## src/hw/rtl/b64sc_pkg.sv

```systemverilog
// shared types, constants and alphabet mapping functions for the base64 codec
package b64sc_pkg;

    localparam logic [7:0] PAD_CHAR       = 8'h3D;
    localparam logic [6:0] VAL_PAD        = 7'd64;
    localparam logic [6:0] VAL_BAD        = 7'd65;
    localparam logic [0:0] REG_DECODE_MODE = 1'b0;

    // results of one item, handed from front to back
    typedef struct packed {
        logic [3:0][7:0] bytes;
        logic [1:0]      last_idx;
        logic            data_ok;
        logic            bad;
        logic            msg_end;
    } b64sc_bundle_t;

    function automatic logic [7:0] sym_of(input logic [5:0] v);
        logic [7:0] r;
        if (v < 6'd26)
        begin
            r = 8'h41 + {2'b00, v};
        end
        else if (v < 6'd52)
        begin
            r = 8'h61 + {2'b00, v - 6'd26};
        end
        else if (v < 6'd62)
        begin
            r = 8'h30 + {2'b00, v - 6'd52};
        end
        else if (v == 6'd62)
        begin
            r = 8'h2B;
        end
        else
        begin
            r = 8'h2F;
        end
        return r;
    endfunction

    // 0..63 for alphabet, VAL_PAD for '=', VAL_BAD otherwise
    function automatic logic [6:0] val_of(input logic [7:0] c);
        logic [6:0] r;
        if (c >= 8'h41 && c <= 8'h5A)
        begin
            r = c[6:0] - 7'h41;
        end
        else if (c >= 8'h61 && c <= 8'h7A)
        begin
            r = c[6:0] - 7'h61 + 7'd26;
        end
        else if (c >= 8'h30 && c <= 8'h39)
        begin
            r = c[6:0] - 7'h30 + 7'd52;
        end
        else if (c == 8'h2B)
        begin
            r = 7'd62;
        end
        else if (c == 8'h2F)
        begin
            r = 7'd63;
        end
        else if (c == PAD_CHAR)
        begin
            r = VAL_PAD;
        end
        else
        begin
            r = VAL_BAD;
        end
        return r;
    endfunction

endpackage

```

## src/hw/rtl/b64sc_front.sv

```systemverilog
// front end: bit regrouping state, mode register and per-item result bundle
module b64sc_front
    import b64sc_pkg::*;
(
    input  logic          clk,
    input  logic          rst_n,
    input  logic [7:0]    data_byte,
    input  logic          last_item,
    input  logic          take,
    input  logic          cfg_we,
    input  logic          cfg_mode,
    output logic          mode,
    output logic          has_result,
    output b64sc_bundle_t bundle
);

    logic       mode_reg;
    logic [5:0] buf_reg, buf_next;
    logic [2:0] held_reg, held_next;
    logic       pad_reg, pad_next;
    logic [6:0] code;
    logic [5:0] v6;
    logic [5:0] c0, c1, flush6;

    assign mode = mode_reg;
    assign code = val_of(data_byte);
    assign v6   = code[5:0];

    always_comb
    begin
        buf_next   = buf_reg;
        held_next  = held_reg;
        pad_next   = pad_reg;
        has_result = 1'b0;
        bundle     = '0;
        c0         = '0;
        c1         = '0;
        flush6     = '0;
        if (!mode_reg)
        begin
            has_result     = 1'b1;
            bundle.data_ok = 1'b1;
            bundle.msg_end = last_item;
            unique case (held_reg)
                3'd0:
                begin
                    c0     = data_byte[7:2];
                    flush6 = {data_byte[1:0], 4'b0000};
                    bundle.bytes[0] = sym_of(c0);
                    if (last_item)
                    begin
                        bundle.bytes[1] = sym_of(flush6);
                        bundle.bytes[2] = PAD_CHAR;
                        bundle.bytes[3] = PAD_CHAR;
                        bundle.last_idx = 2'd3;
                    end
                    buf_next  = {4'b0000, data_byte[1:0]};
                    held_next = 3'd2;
                end
                3'd2:
                begin
                    c0     = {buf_reg[1:0], data_byte[7:4]};
                    flush6 = {data_byte[3:0], 2'b00};
                    bundle.bytes[0] = sym_of(c0);
                    if (last_item)
                    begin
                        bundle.bytes[1] = sym_of(flush6);
                        bundle.bytes[2] = PAD_CHAR;
                        bundle.last_idx = 2'd2;
                    end
                    buf_next  = {2'b00, data_byte[3:0]};
                    held_next = 3'd4;
                end
                default:
                begin
                    c0 = {buf_reg[3:0], data_byte[7:6]};
                    c1 = data_byte[5:0];
                    bundle.bytes[0] = sym_of(c0);
                    bundle.bytes[1] = sym_of(c1);
                    bundle.last_idx = 2'd1;
                    buf_next  = '0;
                    held_next = 3'd0;
                end
            endcase
        end
        else
        begin
            if (code == VAL_PAD)
            begin
                pad_next = 1'b1;
            end
            else if (code == VAL_BAD || pad_reg)
            begin
                has_result = 1'b1;
                bundle.bad = 1'b1;
            end
            else
            begin
                unique case (held_reg)
                    3'd0:
                    begin
                        buf_next  = v6;
                        held_next = 3'd6;
                    end
                    3'd6:
                    begin
                        has_result      = 1'b1;
                        bundle.data_ok  = 1'b1;
                        bundle.bytes[0] = {buf_reg, v6[5:4]};
                        buf_next        = {2'b00, v6[3:0]};
                        held_next       = 3'd4;
                    end
                    3'd4:
                    begin
                        has_result      = 1'b1;
                        bundle.data_ok  = 1'b1;
                        bundle.bytes[0] = {buf_reg[3:0], v6[5:2]};
                        buf_next        = {4'b0000, v6[1:0]};
                        held_next       = 3'd2;
                    end
                    default:
                    begin
                        has_result      = 1'b1;
                        bundle.data_ok  = 1'b1;
                        bundle.bytes[0] = {buf_reg[1:0], v6};
                        buf_next        = '0;
                        held_next       = 3'd0;
                    end
                endcase
            end
            if (last_item)
            begin
                has_result     = 1'b1;
                bundle.msg_end = 1'b1;
            end
        end
        if (last_item)
        begin
            buf_next  = '0;
            held_next = 3'd0;
            pad_next  = 1'b0;
        end
    end

    always_ff @(posedge clk or negedge rst_n)
    begin
        if (!rst_n)
        begin
            mode_reg <= 1'b0;
            buf_reg  <= '0;
            held_reg <= 3'd0;
            pad_reg  <= 1'b0;
        end
        else if (cfg_we)
        begin
            mode_reg <= cfg_mode;
            buf_reg  <= '0;
            held_reg <= 3'd0;
            pad_reg  <= 1'b0;
        end
        else if (take)
        begin
            buf_reg  <= buf_next;
            held_reg <= held_next;
            pad_reg  <= pad_next;
        end
    end

    // encode mode never leaves an odd bit count behind
    a_enc_held_even: assert property (@(posedge clk) disable iff (!rst_n)
        !mode_reg |-> held_reg[0] == 1'b0 && held_reg != 3'd6)
        else $error("encode bit count out of range");

endmodule

```

## src/hw/rtl/b64sc_queue.sv

```systemverilog
// small register queue of result bundles between front and back
module b64sc_queue #(
    parameter int WIDTH = 8,
    parameter int DEPTH = 2
) (
    input  logic             clk,
    input  logic             rst_n,
    input  logic             wr_en,
    input  logic [WIDTH-1:0] wr_data,
    input  logic             rd_en,
    output logic [WIDTH-1:0] rd_data,
    output logic             q_full,
    output logic             q_empty
);

    localparam int PTR_W = $clog2(DEPTH);
    localparam int CNT_W = $clog2(DEPTH + 1);
    localparam logic [PTR_W-1:0] LAST_PTR = PTR_W'(DEPTH - 1);
    localparam logic [CNT_W-1:0] FULL_CNT = CNT_W'(DEPTH);

    logic [WIDTH-1:0] mem_reg [DEPTH];
    logic [PTR_W-1:0] wr_ptr_reg, rd_ptr_reg;
    logic [CNT_W-1:0] cnt_reg;

    assign q_full  = (cnt_reg == FULL_CNT);
    assign q_empty = (cnt_reg == '0);
    assign rd_data = mem_reg[rd_ptr_reg];

    always_ff @(posedge clk)
    begin
        if (wr_en)
        begin
            mem_reg[wr_ptr_reg] <= wr_data;
        end
    end

    always_ff @(posedge clk or negedge rst_n)
    begin
        if (!rst_n)
        begin
            wr_ptr_reg <= '0;
            rd_ptr_reg <= '0;
            cnt_reg    <= '0;
        end
        else
        begin
            if (wr_en)
            begin
                wr_ptr_reg <= (wr_ptr_reg == LAST_PTR) ? '0 : wr_ptr_reg + 1'b1;
            end
            if (rd_en)
            begin
                rd_ptr_reg <= (rd_ptr_reg == LAST_PTR) ? '0 : rd_ptr_reg + 1'b1;
            end
            if (wr_en && !rd_en)
            begin
                cnt_reg <= cnt_reg + 1'b1;
            end
            else if (rd_en && !wr_en)
            begin
                cnt_reg <= cnt_reg - 1'b1;
            end
        end
    end

    a_no_overflow: assert property (@(posedge clk) disable iff (!rst_n)
        wr_en |-> !q_full)
        else $error("bundle queue written while full");

    a_no_underflow: assert property (@(posedge clk) disable iff (!rst_n)
        rd_en |-> !q_empty)
        else $error("bundle queue read while empty");

endmodule

```

## src/hw/rtl/b64sc_back.sv

```systemverilog
// back end: unpacks bundles into single result beats behind an output register
module b64sc_back
    import b64sc_pkg::*;
(
    input  logic          clk,
    input  logic          rst_n,
    input  b64sc_bundle_t head,
    input  logic          head_empty,
    output logic          head_pop,
    input  logic          pop,
    output logic          empty,
    output logic [7:0]    out_byte,
    output logic          out_valid,
    output logic          run_last,
    output logic          message_end,
    output logic          bad_char
);

    logic       vld_reg;
    logic [1:0] idx_reg;
    logic [7:0] byte_reg;
    logic       ok_reg, run_last_reg, end_reg, bad_reg;
    logic       load, final_beat;

    assign empty       = !vld_reg;
    assign out_byte    = byte_reg;
    assign out_valid   = ok_reg;
    assign run_last    = run_last_reg;
    assign message_end = end_reg;
    assign bad_char    = bad_reg;

    assign load       = (!vld_reg || pop) && !head_empty;
    assign final_beat = (idx_reg == head.last_idx);
    assign head_pop   = load && final_beat;

    always_ff @(posedge clk)
    begin
        if (load)
        begin
            byte_reg     <= head.bytes[idx_reg];
            ok_reg       <= head.data_ok;
            bad_reg      <= head.bad;
            run_last_reg <= final_beat;
            end_reg      <= final_beat && head.msg_end;
        end
    end

    always_ff @(posedge clk or negedge rst_n)
    begin
        if (!rst_n)
        begin
            vld_reg <= 1'b0;
            idx_reg <= 2'd0;
        end
        else
        begin
            if (load)
            begin
                vld_reg <= 1'b1;
                idx_reg <= final_beat ? 2'd0 : idx_reg + 2'd1;
            end
            else if (pop)
            begin
                vld_reg <= 1'b0;
            end
        end
    end

    a_end_is_run_last: assert property (@(posedge clk) disable iff (!rst_n)
        !empty && message_end |-> run_last)
        else $error("message end beat is not the last of its item");

    a_bad_no_data: assert property (@(posedge clk) disable iff (!rst_n)
        !empty && bad_char |-> !out_valid && run_last)
        else $error("rejected character beat carries data");

endmodule

```

## src/hw/rtl/base64_stream_codec_top.sv

```systemverilog
// top level of the streaming base64 encoder and decoder
//
//  channel  | handshake              | beat
//  ---------+------------------------+------------------------------------------
//  input    | push / full            | data_byte, last_item
//  result   | empty / pop            | out_byte, out_valid, run_last,
//           |                        | message_end, bad_char
//  config   | psel penable pwrite    | paddr, pwdata, prdata (decode_mode at 0)
//
//  an input beat is taken every cycle while the bundle queue has room
//  each input beat yields 0 to 4 result beats (encode averages 4/3, decode
//  at most 1); the output register drains one result beat per cycle while
//  the sink pops, and a queued bundle stays until its last beat is loaded
//  an input beat's results pass through the bundle queue, then the output register
//  rst_n clears mode, bit buffer, queue and output valid flag at once
module base64_stream_codec_top
    import b64sc_pkg::*;
#(
    parameter int QUEUE_DEPTH = 2
) (
    input  logic        clk,
    input  logic        rst_n,
    input  logic        push,
    output logic        full,
    input  logic [7:0]  data_byte,
    input  logic        last_item,
    output logic        empty,
    input  logic        pop,
    output logic [7:0]  out_byte,
    output logic        out_valid,
    output logic        run_last,
    output logic        message_end,
    output logic        bad_char,
    input  logic        psel,
    input  logic        penable,
    input  logic        pwrite,
    input  logic [2:0]  paddr,
    input  logic [31:0] pwdata,
    output logic [31:0] prdata,
    output logic        pready
);

    localparam int BW = $bits(b64sc_bundle_t);

    logic          take, has_result, mode, cfg_we, q_full, q_empty, q_pop;
    b64sc_bundle_t bnd, head;
    logic [BW-1:0] head_bits;

    assign pready = 1'b1;
    assign cfg_we = psel && penable && pwrite && pready && (paddr[2] == REG_DECODE_MODE);
    assign prdata = (paddr[2] == REG_DECODE_MODE) ? {31'd0, mode} : 32'd0;

    assign full = q_full;
    assign take = push && !q_full;
    assign head = b64sc_bundle_t'(head_bits);

    b64sc_front u_front (
        .clk        (clk),
        .rst_n      (rst_n),
        .data_byte  (data_byte),
        .last_item  (last_item),
        .take       (take),
        .cfg_we     (cfg_we),
        .cfg_mode   (pwdata[0]),
        .mode       (mode),
        .has_result (has_result),
        .bundle     (bnd)
    );

    b64sc_queue #(
        .WIDTH (BW),
        .DEPTH (QUEUE_DEPTH)
    ) u_queue (
        .clk     (clk),
        .rst_n   (rst_n),
        .wr_en   (take && has_result),
        .wr_data (bnd),
        .rd_en   (q_pop),
        .rd_data (head_bits),
        .q_full  (q_full),
        .q_empty (q_empty)
    );

    b64sc_back u_back (
        .clk         (clk),
        .rst_n       (rst_n),
        .head        (head),
        .head_empty  (q_empty),
        .head_pop    (q_pop),
        .pop         (pop),
        .empty       (empty),
        .out_byte    (out_byte),
        .out_valid   (out_valid),
        .run_last    (run_last),
        .message_end (message_end),
        .bad_char    (bad_char)
    );

endmodule

```

## config.mk

```make
export PLATFORM = sky130hd
export DESIGN_NAME = base64_stream_codec_top
export DESIGN_NICKNAME = d
export VERILOG_FILES = /design/src/hw/rtl/b64sc_pkg.sv /design/src/hw/rtl/b64sc_front.sv /design/src/hw/rtl/b64sc_queue.sv /design/src/hw/rtl/b64sc_back.sv /design/src/hw/rtl/base64_stream_codec_top.sv
export SDC_FILE = /design/constraint.sdc
export NUM_CORES = 1
export LEC_CHECK = 0
export CAP_MARGIN = 20
export CORE_ASPECT_RATIO = 0.7
export CORE_MARGIN = 2
export CORE_UTILIZATION = 40
export CTS_CLUSTER_SIZE = 20
export DETAILED_ROUTE_END_ITERATION = 8
export DONT_BUFFER_PORTS = 1
export PLACE_DENSITY = 0.54
export SLEW_MARGIN = 5
export SYNTH_ARGS = -nofsm -noshare
export SYNTH_HDL_FRONTEND = slang
export SYNTH_SLANG_ARGS = --single-unit
```

## constraint.sdc

```tcl
create_clock -name clk -period 4.3 [get_ports clk]
set_input_delay 0.43 -clock clk [delete_from_list [all_inputs] [get_ports clk]]
set_output_delay 0.43 -clock clk [all_outputs]
set_load 0.01 [all_outputs]
```

======== Word-level counts from Yosys, hierarchy flattened ========
Memory sizes are Yosys's and may differ from the RTL's.
Index checks and enable logic that the tools add are counted.
word-level totals
  RAM bits ................................ 70
  register bits after elaboration ......... 30
  input port bits ......................... 51
  output and inout port bits .............. 47
  memories kept ........................... 1
  word-level logic and storage cells ...... 212
memory list
  name             words  width  rd ports  clocked after memory_dff  wr ports  RTL line           source
  u_queue.mem_reg  2      35     1         0                         1         b64sc_queue.sv:21  logic [WIDTH-1:0] mem_reg [DEPTH];
operators by class
  add/sub/neg operators ................... 40
  reduce and logical (&&, ||, !) cells .... 29
  equal/unequal tests ..................... 16
  bitwise operators ....................... 1
  multiplexer cells ....................... 86
  $lt $le $gt $ge ......................... 25
operators with widths
  operator                                                                           count
  8-bit two-way mux                                                                  22
  7-bit by 6-bit adder with 8-bit output (first input constant)                      12
  6-bit less-than comparator (second input constant)                                 12
  22-bit two-way mux                                                                 2
  6-bit by 6-bit adder with 7-bit output (first input constant)                      6
  6-bit two-way mux                                                                  7
  6-bit by 5-bit less-than comparator with 1-bit output (second input constant)      6
  18-bit case mux with 2 select lines                                                1
  6-bit by 5-bit subtractor with 6-bit output (second input constant)                6
  6-bit subtractor (second input constant)                                           6
  7-bit two-way mux                                                                  5
  3-bit two-way mux                                                                  10
  6-bit equality test (second input constant)                                        4
  8-bit by 6-bit equality test with 1-bit output (second input constant)             3
  1-bit two-way mux                                                                  24
  8-bit case mux with 3 select lines                                                 1
  6-bit case mux with 3 select lines                                                 1
  8-bit binary-select mux with 2-bit select                                          1
  8-bit by 7-bit >= comparator with 1-bit output (second input constant)             2
  8-bit by 7-bit less-or-equal comparator with 1-bit output (second input constant)  2
  8-bit case mux with 2 select lines                                                 1
  7-bit equality test (second input constant)                                        2
  14-bit two-way mux                                                                 1
  2-bit two-way mux                                                                  7
  other kinds (27)                                                                   53

======== Logic depth before layout (Yosys ltp) ========
Gate-level depths: netlist (run 1).
  word-level depth ........................ 18
  depth in mapped cells ................... 17

======== Modules after synthesis ========
A second synthesis (run 1) with hierarchy kept.
unflattened totals
  cell total of the unflattened synthesis .. 796
  area, all modules ....................... 8,077.7 µm²
modules (own cells, without submodules)
  module                   sequential area each (µm²)  area an instance (µm²)  times used  cells an instance
  b64sc_front              250.2                       4,106.4                 1           583
  b64sc_queue              2,322.2                     2,939.1                 1           131
  b64sc_back               435.4                       750.7                   1           44
  base64_stream_codec_top  0.0                         281.5                   1           38

======== Worst setup path after synthesis (run 1) ========
OpenSTA, ideal clock, no wires.
  path type ............................... input to register
  start ................................... in data_byte[2]
  end ..................................... mem u_queue.mem_reg[1][0] in the netlist's numbering, enable pin
  data arrival time ....................... 3.948 ns
  slack ................................... -0.049 ns
  data required time ...................... 3.899 ns
  path buffers ............................ 2
  stages on the path ...................... 12
  cell sequence ........................... clkbuf_1 -> inv_1 -> ha_1 -> a21o_1 -> a21oi_1 -> o211ai_2 -> buf_4 -> o221a_2 -> nor4_4 -> and2_1 -> o221ai_4 -> nor2_1
between the ends
  longest elaborated chain between the ends .. 16
  elaborated cells on any way between the ends .. 33
ends and longest elaborated chain
  what                                                                                 RTL line                       source
  start, declared                                                                      base64_stream_codec_top.sv:25  input logic [7:0] data_byte,
  branches (longest 6 deep; another with 7-bit by 6-bit subtractor with 7-bit output)  --
  7-bit two-way mux (*)                                                                b64sc_pkg.sv:46                if (c >= 8'h41 && c <= 8'h5A)
  7-bit equality test                                                                  b64sc_front.sv:92              else if (code == VAL_BAD || pad_reg)
  1-bit logical OR                                                                     b64sc_front.sv:92
  1-bit two-way mux                                                                    b64sc_front.sv:92
  1-bit two-way mux (*)                                                                b64sc_front.sv:88              if (code == VAL_PAD)
  1-bit two-way mux (*)                                                                b64sc_front.sv:131             if (last_item)
  1-bit two-way mux (*)                                                                b64sc_front.sv:39              if (!mode_reg)
  1-bit logical AND (*)                                                                base64_stream_codec_top.sv:76  .wr_en (take && has_result),
  1-bit two-way mux (*)                                                                b64sc_queue.sv:31              if (wr_en)
  1-bit two-way mux (not written as such) (*)                                          b64sc_queue.sv:33              mem_reg[wr_ptr_reg] <= wr_data;
  end, declared                                                                        b64sc_queue.sv:21
Mark *: on every way between the ends.

======== Final worst setup path (run 1) ========
  start ................................... in data_byte[2]
  end ..................................... mem u_queue.mem_reg[0][3] in the netlist's numbering, enable pin
Same word-level chain as after synthesis.

==> results of run 1 <==
## worst max-delay path: stages
cell      delay (ps)
inv_1            260
ha_1             420
a21o_1           230
a21oi_1          120
o211ai_2         450
nand2_1          170
o221a_2          380
nor4_4           350
buf_4            190
and2_1           180
o221ai_4         140
nor2_1           200
buf_12           200
## timing repair
| item | in CTS | in global routing |
|---|---|---|
| setup buffers | 0 | 0 |
| hold endpoints to repair | 17 | 0 |
| hold buffers | 1 | 0 |
## power breakdown
part	total, W	switching, W	leakage (nW)	internal [W]
sequential	0.00134	0.000228	0.749	0.00111
combinational	0.00157	0.000934	1.82	0.000638
clock	0.000737	0.000286	0.139	0.000451
total	0.00365	0.00145	2.71	0.00220
## routing by layer
layer  share of wire  up-vias  track usage
li1                -     2483            -
met1            0.51     2561       0.3139
met2            0.43      160       0.2974
met3           0.055       18      0.04066
met4          0.0098        0      0.03303
met5               0        -            0
## cell usage in the layout, fill, tap and decap left out, types with 10 or more instances in the layout
cell and instances:
a21oi_1 33, a221oi_1 11, buf_4 15, conb_1 32, dfrtp_1 17, edfxtp_1 56
ha_1 51, inv_1 27, mux2i_1 16, nand2_1 54, nand2b_1 11, nand3_1 20
nor2_1 54, nor2b_1 17, o211ai_1 10, o21ai_0 38, xnor2_1 41, xor2_1 21
## per-stage QoR
| step | hold WS, ps | utilization | cell area, um2 | total power, W |
|---|---|---|---|---|
| after floorplan | 134.4 | - | 6653 | 0.002493 |
| after global placement | 134.8 | 0.4128 | 6668 | 0.002874 |
| after detailed placement | 134.7 | 0.4128 | 6668 | 0.002912 |
| after CTS | 192.9 | 0.4318 | 6974 | 0.003658 |
| after global routing | 181.6 | 0.4318 | 6974 | 0.003890 |
| final | 200.9 | 0.4319 | 6977 | 0.003649 |
## layout make-up
class / instances / area, um2
multi-input combinational: 558 / 4021
fill: 1541 / 9175
tap: 225 / 281.5
clock buffer: 10 / 229.0
antenna: 1 / 2.502
sequential: 73 / 2107
timing repair buffer: 18 / 162.7
inverter: 28 / 105.1
clock inverter: 6 / 67.56
## cells by family (layout without fill, tap and decap cells)
logic type	count (synthesis)	count (layout)	synth area share
AO/OA/AOI/OAI	176	176	0.1938
flip-flops	73	73	0.3222
other	2	33	0.001148
buffers and inverters	104	62	0.08054
AND/OR/NAND/NOR	209	209	0.1628
adder cells (fa/ha/maj)	51	51	0.09757
multiplexers	28	28	0.05892
XOR/XNOR	62	62	0.08303
## path summary, 6_finish.rpt
check	start	endpoint	slack [ps]	depth (start not counted)
worst max-delay path	data_byte[2]	u_queue.mem_reg[0][3]$_DFFE_PP_	580	13
worst min-delay path	last_item	u_queue.mem_reg[1][0]$_DFFE_PP_	200	0
worst max register to register	u_front.buf_reg[0]$_DFFE_PN0P_	u_queue.mem_reg[0][10]$_DFFE_PP_	1050	10
worst min register to register	u_queue.wr_ptr_reg$_DFFE_PN0P_	u_queue.wr_ptr_reg$_DFFE_PN0P_	500	1
max in group asynchronous	rst_n	u_queue.cnt_reg[1]$_DFFE_PN0P_	3120	1
min in group asynchronous	rst_n	u_queue.rd_ptr_reg$_DFFE_PN0P_	660	1
==> impl_metrics.csv, run 1 <==
group,metric,value,unit
logic_synthesis,synth.lib_cells_used.distinct,80,
sta,period_minus_slack,3718,ps
logic_synthesis,synthFlopType,"edfxtp_1",
clock_tree,clk_pin_slew_worst_paths,50,ps
power,p_leak,2.708,nW
floorplanning,chipHeight,111.0,um
logic_synthesis,synth_edf_count,56,
routing,finalWirelength,17500,um
sta,finalCritPeriodShare,0.8648,
placed_design,hpwlAfterDp,13050,um
sta,slew_headroom,0.2887,
logic_synthesis,ys_top_cells_by_area,"edfxtp_1 26%, ha_1 9.8%, dfrtp_1 6.5%, xnor2_1 5.5%, buf_4 3.9%",
critical_path,cp_max_fo,22,
cells_and_area,finish.net_count,790,
routing,drc,0,
cells_and_area,syn_to_final_growth,6.677,%
floorplanning,ios,98,
logic_synthesis,yosysTopAreaCell,"edfxtp_1",
placed_design,place_congestion,0.9007,
placed_design,dp_slack,322.9,ps
logic_synthesis,yosysSeqAreaShare,0.3222,
clock_tree,clockBufferDepth,2,
routing,ant_nets,0,
sta,fin_setup_tns,0,ps
sta,slew_violations,0,
logic_synthesis,ys_async_sr_fraction,0.2329,
cells_and_area,layout-drive-gt1-share,0.08947,
clock_tree,cts_buffers,9,
floorplanning,row_count,39,
sta,grt_setup_unrepaired,"false",
critical_path,cp.arrival,3750,ps
grt,antenna_found_initial,0,
logic_synthesis,synthCells,705,
routing,vias,5222,
routing,firstDrtPassIters,5,
floorplanning,start_util,0.4049,
placed_design,io_buffers,0,
critical_path,required,4330,ps
cells_and_area,largest_register_ffs,44,
sta,worst_slew_pin_slew,1063,ps
logic_synthesis,yosysMostFrequentCell,"edfxtp_1",
clock_tree,root_buffer,"clkbuf_16",
routing,drt-wirelength-per-cell,19.04,um
critical_path,crit_type,"primary input to register",
logic_synthesis,synth_commonest_cells,"56 x edfxtp_1, 55 x nor2_1, 54 x nand2_1, 51 x ha_1, 41 x xnor2_1",
logic_synthesis,yosys_warnings,0,
placed_design,dp_cells,901,
clock_tree,cts-resized-gates,0,
logic_synthesis,avgSynthCellArea,9.277,um2
clock_tree,cts_sinks,73,
sta,fin_ws,581.6,ps
logic_synthesis,syn_area,6540,um2
grt,grt_usage,0.2038,
clock_tree,cts_tree,"done",
logic_synthesis,synth_top_cell_area_share,0.2571,
grt,grt_pass1_wl,27620,um
clock_tree,cts-htree-levels,3,
critical_path,end_kind,"register",
sta,clock.fmax,0.2689,GHz
job,maxCapViolCount,0,
critical_path,startpoint_type,"primary input",
run_status,status,"completed",
min_path,hold_path_class,"primary input to register",
sta,finClkSkew,6.259,ps
clock_tree,clk_latency,330,ps
floorplanning,die_w,156.8,um
grt,grt_overflow_total,0,
routing,route.detailed.vias_per_inst,5.682,
grt,grt_max_degree,32,
power,power_density,523.1,nW/um2
floorplanning,die_area,17410,um2
sta,finalSetupViolCount,0,
logic_synthesis,ys_ff_latch,73,
floorplanning,fp.coreArea,16150,um2
grt,grt_pass1_vias,4940,
sta,hold_viol_final,0,
routing,drtIter0Drc,506,
power,peakVddDrop,264.4,uV
cells_and_area,instances_no_fill,919,
No activity file was read; power rests on OpenSTA's default activity.
==> inputs of run 2 (changes only) <==
BUFFER_PORTS_ARGS = -buffer_cell sky130_fd_sc_hd__buf_2   (was unset)
DONT_BUFFER_PORTS = unset   (was 1)
PLACE_DENSITY = 0.58   (was 0.54)
SYNTH_HIERARCHICAL = 1   (was unset)
==> run 2 against run 1 <==
- combinational power rose by 52%
- clock-buffer cell count did not move
- die area rose by 23%
- worst hold slack got worse by 190 ps
- via count grew 18%
==> impl_metrics.csv, run 2 <==
group,metric,value,unit
logic_synthesis,synth_edf_count,86,
power,p_leak,3.546,nW
clock_tree,clk_pin_slew_worst_paths,70,ps
routing,finalWirelength,20470,um
power,p_total,0.004973,W
logic_synthesis,yosysTopAreaCell,"edfxtp_1",
cells_and_area,n_antenna_cell,0,
cells_and_area,largest_register_ffs,74,
critical_path,cp_max_fo,34,
power,peakVddDrop,274.5,uV
clock_tree,root_buffer,"clkbuf_16",
routing,vias,6163,
routing,routed.top_layer,"met4",
clock_tree,post_cts_buffers,0,
logic_synthesis,ys_top_cells_by_area,"edfxtp_1 32%, ha_1 8.2%, dfrtp_1 5.3%, buf_4 4.5%, mux2_4 3.9%",
routing,drc,0,
critical_path,required,4330,ps
cells_and_area,final_cell_mix,"86 x edfxtp_1, 59 x buf_4, 58 x nand2_1",
power,power_density,557.9,nW/um2
sta,finClkSkew,8.958,ps
sta,grt_setup_unrepaired,"false",
floorplanning,start_util,0.4080,
critical_path,end_kind,"register",
routing,route.detailed.vias_per_inst,5.532,
grt,grt_pass1_vias,5742,
logic_synthesis,yosysMostFrequentCell,"edfxtp_1",
sta,finalSetupViolCount,0,
logic_synthesis,syn_area,8078,um2
logic_synthesis,yosysSeqAreaShare,0.3724,
critical_path,path_cells,"buf_2 > inv_1 > ha_1 > nand2_1 > o2111a_1 > nor3_4 > a311oi_1 > o31ai_1 > buf_4 > nand4bb_4 > o31a_1 > a22oi_1 > or2_2 > and3b_1 > nor2b_4 > buf_12",
logic_synthesis,synth_top_cell_area_share,0.3197,
critical_path,startpoint_type,"primary input",
floorplanning,fp.coreArea,19800,um2
cells_and_area,design_area,8914,um2
clock_tree,clk_latency,340,ps
clock_tree,clockBufferDepth,2,
floorplanning,row_count,43,
job,maxCapViolCount,0,
clock_tree,hold_buffers,0,
routing,drt-wirelength-per-cell,18.37,um
clock_tree,cts_sinks,103,
critical_path,cp.arrival,3980,ps
critical_path,path_buf_inv,4,
grt,grt_overflow_total,0,
routing,ant_nets,0,
logic_synthesis,avgSynthCellArea,10.15,um2
sta,finalCritPeriodShare,0.9199,
critical_path,crit_type,"primary input to register",
logic_synthesis,synthFlopType,"edfxtp_1",
critical_path,crit_family,"compound AO/OA/AOI/OAI gates",
grt,grt_usage,0.1973,
logic_synthesis,ys_ff_latch,103,
floorplanning,chipHeight,122.9,um
logic_synthesis,synthCells,796,
logic_synthesis,ys_async_sr_fraction,0.1650,
placed_design,io_buffers,32,
logic_synthesis,synth.lib_cells_used.distinct,77,
routing,drtIter0Drc,496,
cells_and_area,nFillCells,1923,
routing,firstDrtPassIters,5,
min_path,hold_path_class,"primary input to asynchronous set/reset pin",
clock_tree,cts_tree,"done",
sta,slew_headroom,0.4809,
sta,clock.fmax,0.2528,GHz
run_status,status,"completed",
sta,worst_slew_pin_slew,775.7,ps
grt,grt_pass1_wl,32790,um
routing,wl_met1,10640,um
placed_design,dp_slack,60.96,ps
grt,grt_max_degree,35,
floorplanning,die_w,173.9,um
routing,wl_met3,1498,um
logic_synthesis,yosys_warnings,6,
cells_and_area,finish.net_count,943,
critical_path,cpPeakStageDelay,310,ps
cells_and_area,layout_commonest_cell,"edfxtp_1",
grt,antenna_found_initial,0,
placed_design,place_congestion,0.9076,
sta,fin_ws,344.4,ps
critical_path,cp_slowest_cell,"o2111a_1",
clock_tree,cts-resized-gates,0,
routing,wl_met2,8131,um
cells_and_area,syn_to_final_growth,10.35,%
placed_design,hpwlAfterDp,15180,um
clock_tree,cts-htree-levels,3,
cells_and_area,layout-drive-gt1-share,0.2014,
logic_synthesis,synth_commonest_cells,"86 x edfxtp_1, 58 x nand2_1, 53 x ha_1, 52 x nor2_1, 48 x buf_4",
placed_design,placed_area,8616,um2
floorplanning,ios,98,
sta,slew_violations,0,
floorplanning,die_area,21370,um2
sta,fin_setup_tns,0,ps
sta,hold_viol_final,0,
sta,period_minus_slack,3956,ps
clock_tree,cts_buffers,9,
## run 2: cell families after synthesis
family,Yosys count,synth area share
AOI/OAI and AO/OA,196,0.1730
xor gates and xnor gates,56,0.06072
adders and majority gates,53,0.08209
buffers and inverters,128,0.08721
DFF,103,0.3724
muxes,51,0.09232
other,3,0.001394
and+or+nand+nor,206,0.1309
## run 2: path summary, 6_finish.rpt
check | from | end | slack (ps) | cells past startpoint
max in group asynchronous | rst_n | u_queue/rd_ptr_reg$_DFFE_PN0P_ | 3990 | 1
worst min register to register | u_queue/cnt_reg[1]$_DFFE_PN0P_ | u_queue/cnt_reg[1]$_DFFE_PN0P_ | 490 | 1
worst min-delay path | rst_n | u_front/held_reg[1]$_DFFE_PN0P_ | 7 | 1
min in group clk | pwdata[0] | u_front/mode$_DFFE_PN0P_ | 330 | 2
worst max-delay path | data_byte[4] | u_queue/mem_reg[0][6]$_DFFE_PP_ | 340 | 16
worst max register to register | u_front/buf_reg[0]$_DFFE_PN0P_ | u_queue/mem_reg[1][9]$_DFFE_PP_ | 1200 | 9
## run 2: worst register-to-register path, cell delays in order (launching register included)
cell	delay, ps
dfrtp_1	680
inv_1	280
ha_1	290
nor2_1	610
nand2_1	230
o21ai_0	180
nor2_1	70
nor3_1	200
a221oi_1	80
o22ai_1	290
## run 2: cell type report
cell class	count	area [um2]	area share
clock buffers	10	229.0	0.02569
clock inverters	6	68.82	0.007720
inverters	32	120.1	0.01348
multi-input cells	600	4506	0.5055
flip-flops and latches	103	3009	0.3376
well taps	270	337.8	0.03790
repair buffers	93	643.1	0.07215
## run 2: stage by stage
| step | std cells | utilization | hold slack (ps) |
|---|---|---|---|
| floorplan | 831 | - | 134.4 |
| global placement | 1098 | 0.4352 | 387.8 |
| detailed placement | 1098 | 0.4352 | 386.0 |
| CTS | 1114 | 0.4502 | 20.23 |
| global route | 1114 | 0.4502 | 31.10 |
| finish | 1114 | 0.4502 | 6.979 |
## run 2: per-layer routing
metal | GRT usage | vias up
met1 | 0.3146 | 2942
met5 | 0 | -
met4 | 0.03571 | 0
met2 | 0.2769 | 250
li1 | - | 2953
met3 | 0.03413 | 18
## run 2: report_power, final
part | internal [W] | total, W | switching, W
clock | 0.000455 | 0.000805 | 0.000350
sequential | 0.00155 | 0.00178 | 0.000225
combinational | 0.00104 | 0.00239 | 0.00135
==> inputs of run 3 (changes only) <==
BUFFER_PORTS_ARGS = -buffer_cell sky130_fd_sc_hd__buf_4   (was -buffer_cell sky130_fd_sc_hd__buf_2)
==> run 3 against run 2 <==
- first-iteration DRC count is 17% higher
- worst hold slack better by 330 ps
- cell count is 4.0% higher
- power is 1.6% higher
- clock skew is 2.5 ps higher
- cell area is 4.8% higher
- global-route usage is 0.70 points higher
- sequential power hardly changed
- wire length is 5.2% higher
- clock power is 4.0% lower
- largest power group unchanged
==> impl_metrics.csv, run 3 (synthesis gave the netlist of run 2 again) <==
group,metric,value,unit
power,internal-power,0.003073,W
clock_tree,cts_sinks,103,
clock_tree,cts-htree-levels,3,
critical_path,cp_max_fo,31,
floorplanning,chipHeight,122.9,um
sta,clock.fmax,0.2455,GHz
routing,drc,0,
routing,firstDrtPassIters,5,
power,p_switching,0.001979,W
placed_design,io_buffers,32,
routing,drt-wirelength-per-cell,18.58,um
sta,grt_setup_unrepaired,"false",
floorplanning,ios,98,
routing,drtIter0Drc,578,
routing,route.detailed.vias_per_inst,5.517,
cells_and_area,n_antenna_cell,0,
floorplanning,row_count,43,
clock_tree,cts_buffers,9,
power,power_density,541.0,nW/um2
sta,fin_setup_tns,0,ps
grt,grt_max_degree,36,
power,pwr-share-clk,0.153,
critical_path,end_kind,"register",
critical_path,rrSetupSlack,1140,ps
placed_design,hpwlAfterDp,16000,um
clock_tree,clockBufferDepth,2,
sta,finalCritPeriodShare,0.9474,
placed_design,dp_cells,1139,
min_path,hold_path_class,"primary input to register",
cells_and_area,largest_register_ffs,74,
grt,grt_overflow_total,0,
cells_and_area,layout-drive-gt1-share,0.2418,
critical_path,r2r-start,"u_front/buf_reg[0]$_DFFE_PN0P_",
cells_and_area,instances_no_fill,1159,
critical_path,crit_type,"primary input to register",
grt,antenna_found_initial,0,
sta,slew_headroom,0.4391,
power,comb_power_share,0.493,
clock_tree,cts_tree,"done",
critical_path,required,4330,ps
power,p_seq_frac,0.354,
cells_and_area,finish.net_count,988,
sta,slew_violations,0,
run_status,status,"completed",
floorplanning,fp.coreArea,19800,um2
routing,vias,6394,
critical_path,startpoint_type,"primary input",
clock_tree,root_buffer,"clkbuf_16",
min_path,hold_start,"pwdata[0]",
sta,finalSetupViolCount,0,
power,peakVddDrop,263.6,uV
critical_path,startpoint,"data_byte[3]",
floorplanning,die_area,21370,um2
cells_and_area,syn_to_final_growth,15.60,%
routing,finalWirelength,21530,um
cells_and_area,nFillCells,1941,
cells_and_area,layout_commonest_cell,"buf_4",
power,p_leak,3.790,nW
grt,grt_pass1_wl,33570,um
sta,period_minus_slack,4074,ps
power,switching_share,0.3917,
job,maxCapViolCount,0,
placed_design,place_congestion,0.9000,
critical_path,cp.arrival,4100,ps
sta,hold_viol_final,0,
routing,ant_nets,0,
grt,grt_pass1_vias,5838,
floorplanning,start_util,0.4080,
cells_and_area,final_cell_mix,"133 x buf_4, 86 x edfxtp_1, 58 x nand2_1",
grt,grt_usage,0.2043,
sta,finClkSkew,11.43,ps
clock_tree,clk_latency,340,ps
sta,worst_slew_pin_slew,830.9,ps
clock_tree,clk_pin_slew_worst_paths,80,ps
floorplanning,die_w,173.9,um
-- run 3: power groups by stage --
stage / logic [W] / clock network [W] / registers, W
after global placement: 0.00242 / 0 / 0.00179
final: 0.00249 / 0.000773 / 0.00179
after floorplan: 0.00186 / 0 / 0.00170
after CTS: 0.00245 / 0.000787 / 0.00179
after global routing: 0.00273 / 0.000832 / 0.00183
after detailed placement: 0.00243 / 0 / 0.00180
-- run 3: final timing paths --
kind                                                     to  cells after the start
max reg2reg                u_queue/mem_reg[1][10]$_DFFE_PP_                      9
max                        u_queue/mem_reg[1][10]$_DFFE_PP_                     17
min in group asynchronous   u_front/held_reg[2]$_DFFE_PN0P_                      2
min reg2reg                  u_queue/cnt_reg[1]$_DFFE_PN0P_                      1
min                                u_front/mode$_DFFE_PN0P_                      2
max in group asynchronous    u_queue/rd_ptr_reg$_DFFE_PN0P_                      2
-- run 3: critical path, stage by stage --
cell	delay, ps
buf_4	140
inv_1	200
ha_1	230
nand4bb_1	100
o21ai_0	350
a21oi_1	310
a2111o_1	460
o31ai_1	90
buf_4	180
nand4bb_4	130
o31a_1	280
a22oi_1	210
or2_2	140
and3b_1	270
buf_4	170
and2_2	180
buf_12	210
-- run 3: metrics by stage --
step	util	instance area (um2)	worst slack, ps	total power [W]	hold WS [ps]
final	0.4716	9338	226.1	0.005052	335.7
after global routing	0.4716	9338	48.30	0.005394	323.5
after CTS	0.4696	9298	213.7	0.005030	328.5
after detailed placement	0.4541	8991	-417.0	0.004236	315.1
after global placement	0.4541	8991	-411.0	0.004218	312.4
after floorplan	-	8223	7.383	0.003556	134.4
-- run 3: per-layer routing --
| metal | track usage | wire (um) |
|---|---|---|
| met3 | 0.03967 | 1587 |
| met2 | 0.2856 | 8622 |
| met1 | 0.3269 | 11190 |
| met4 | 0.02889 | 132 |
| met5 | 0 | 0 |
-- run 3: layout make-up --
class | instances | area (um2) | area share
Clock buffer | 10 | 229.0 | 0.02452
Clock inverter | 6 | 53.80 | 0.005762
Inverter | 32 | 120.1 | 0.01286
Multi-Input combinational cell | 601 | 4519 | 0.4840
Sequential cell | 103 | 3009 | 0.3223
Tap cell | 270 | 337.8 | 0.03618
Timing Repair Buffer | 137 | 1069 | 0.1144
-- run 3: what timing repair did --
item | in CTS | in global routing
endpoints found under the hold margin | 17 | 0
setup endpoints to repair | 37 | 37
setup buffers | 0 | 2
gates resized for setup | 1 | 0
gates cloned | 1 | 0
hold buffers | 1 | 0
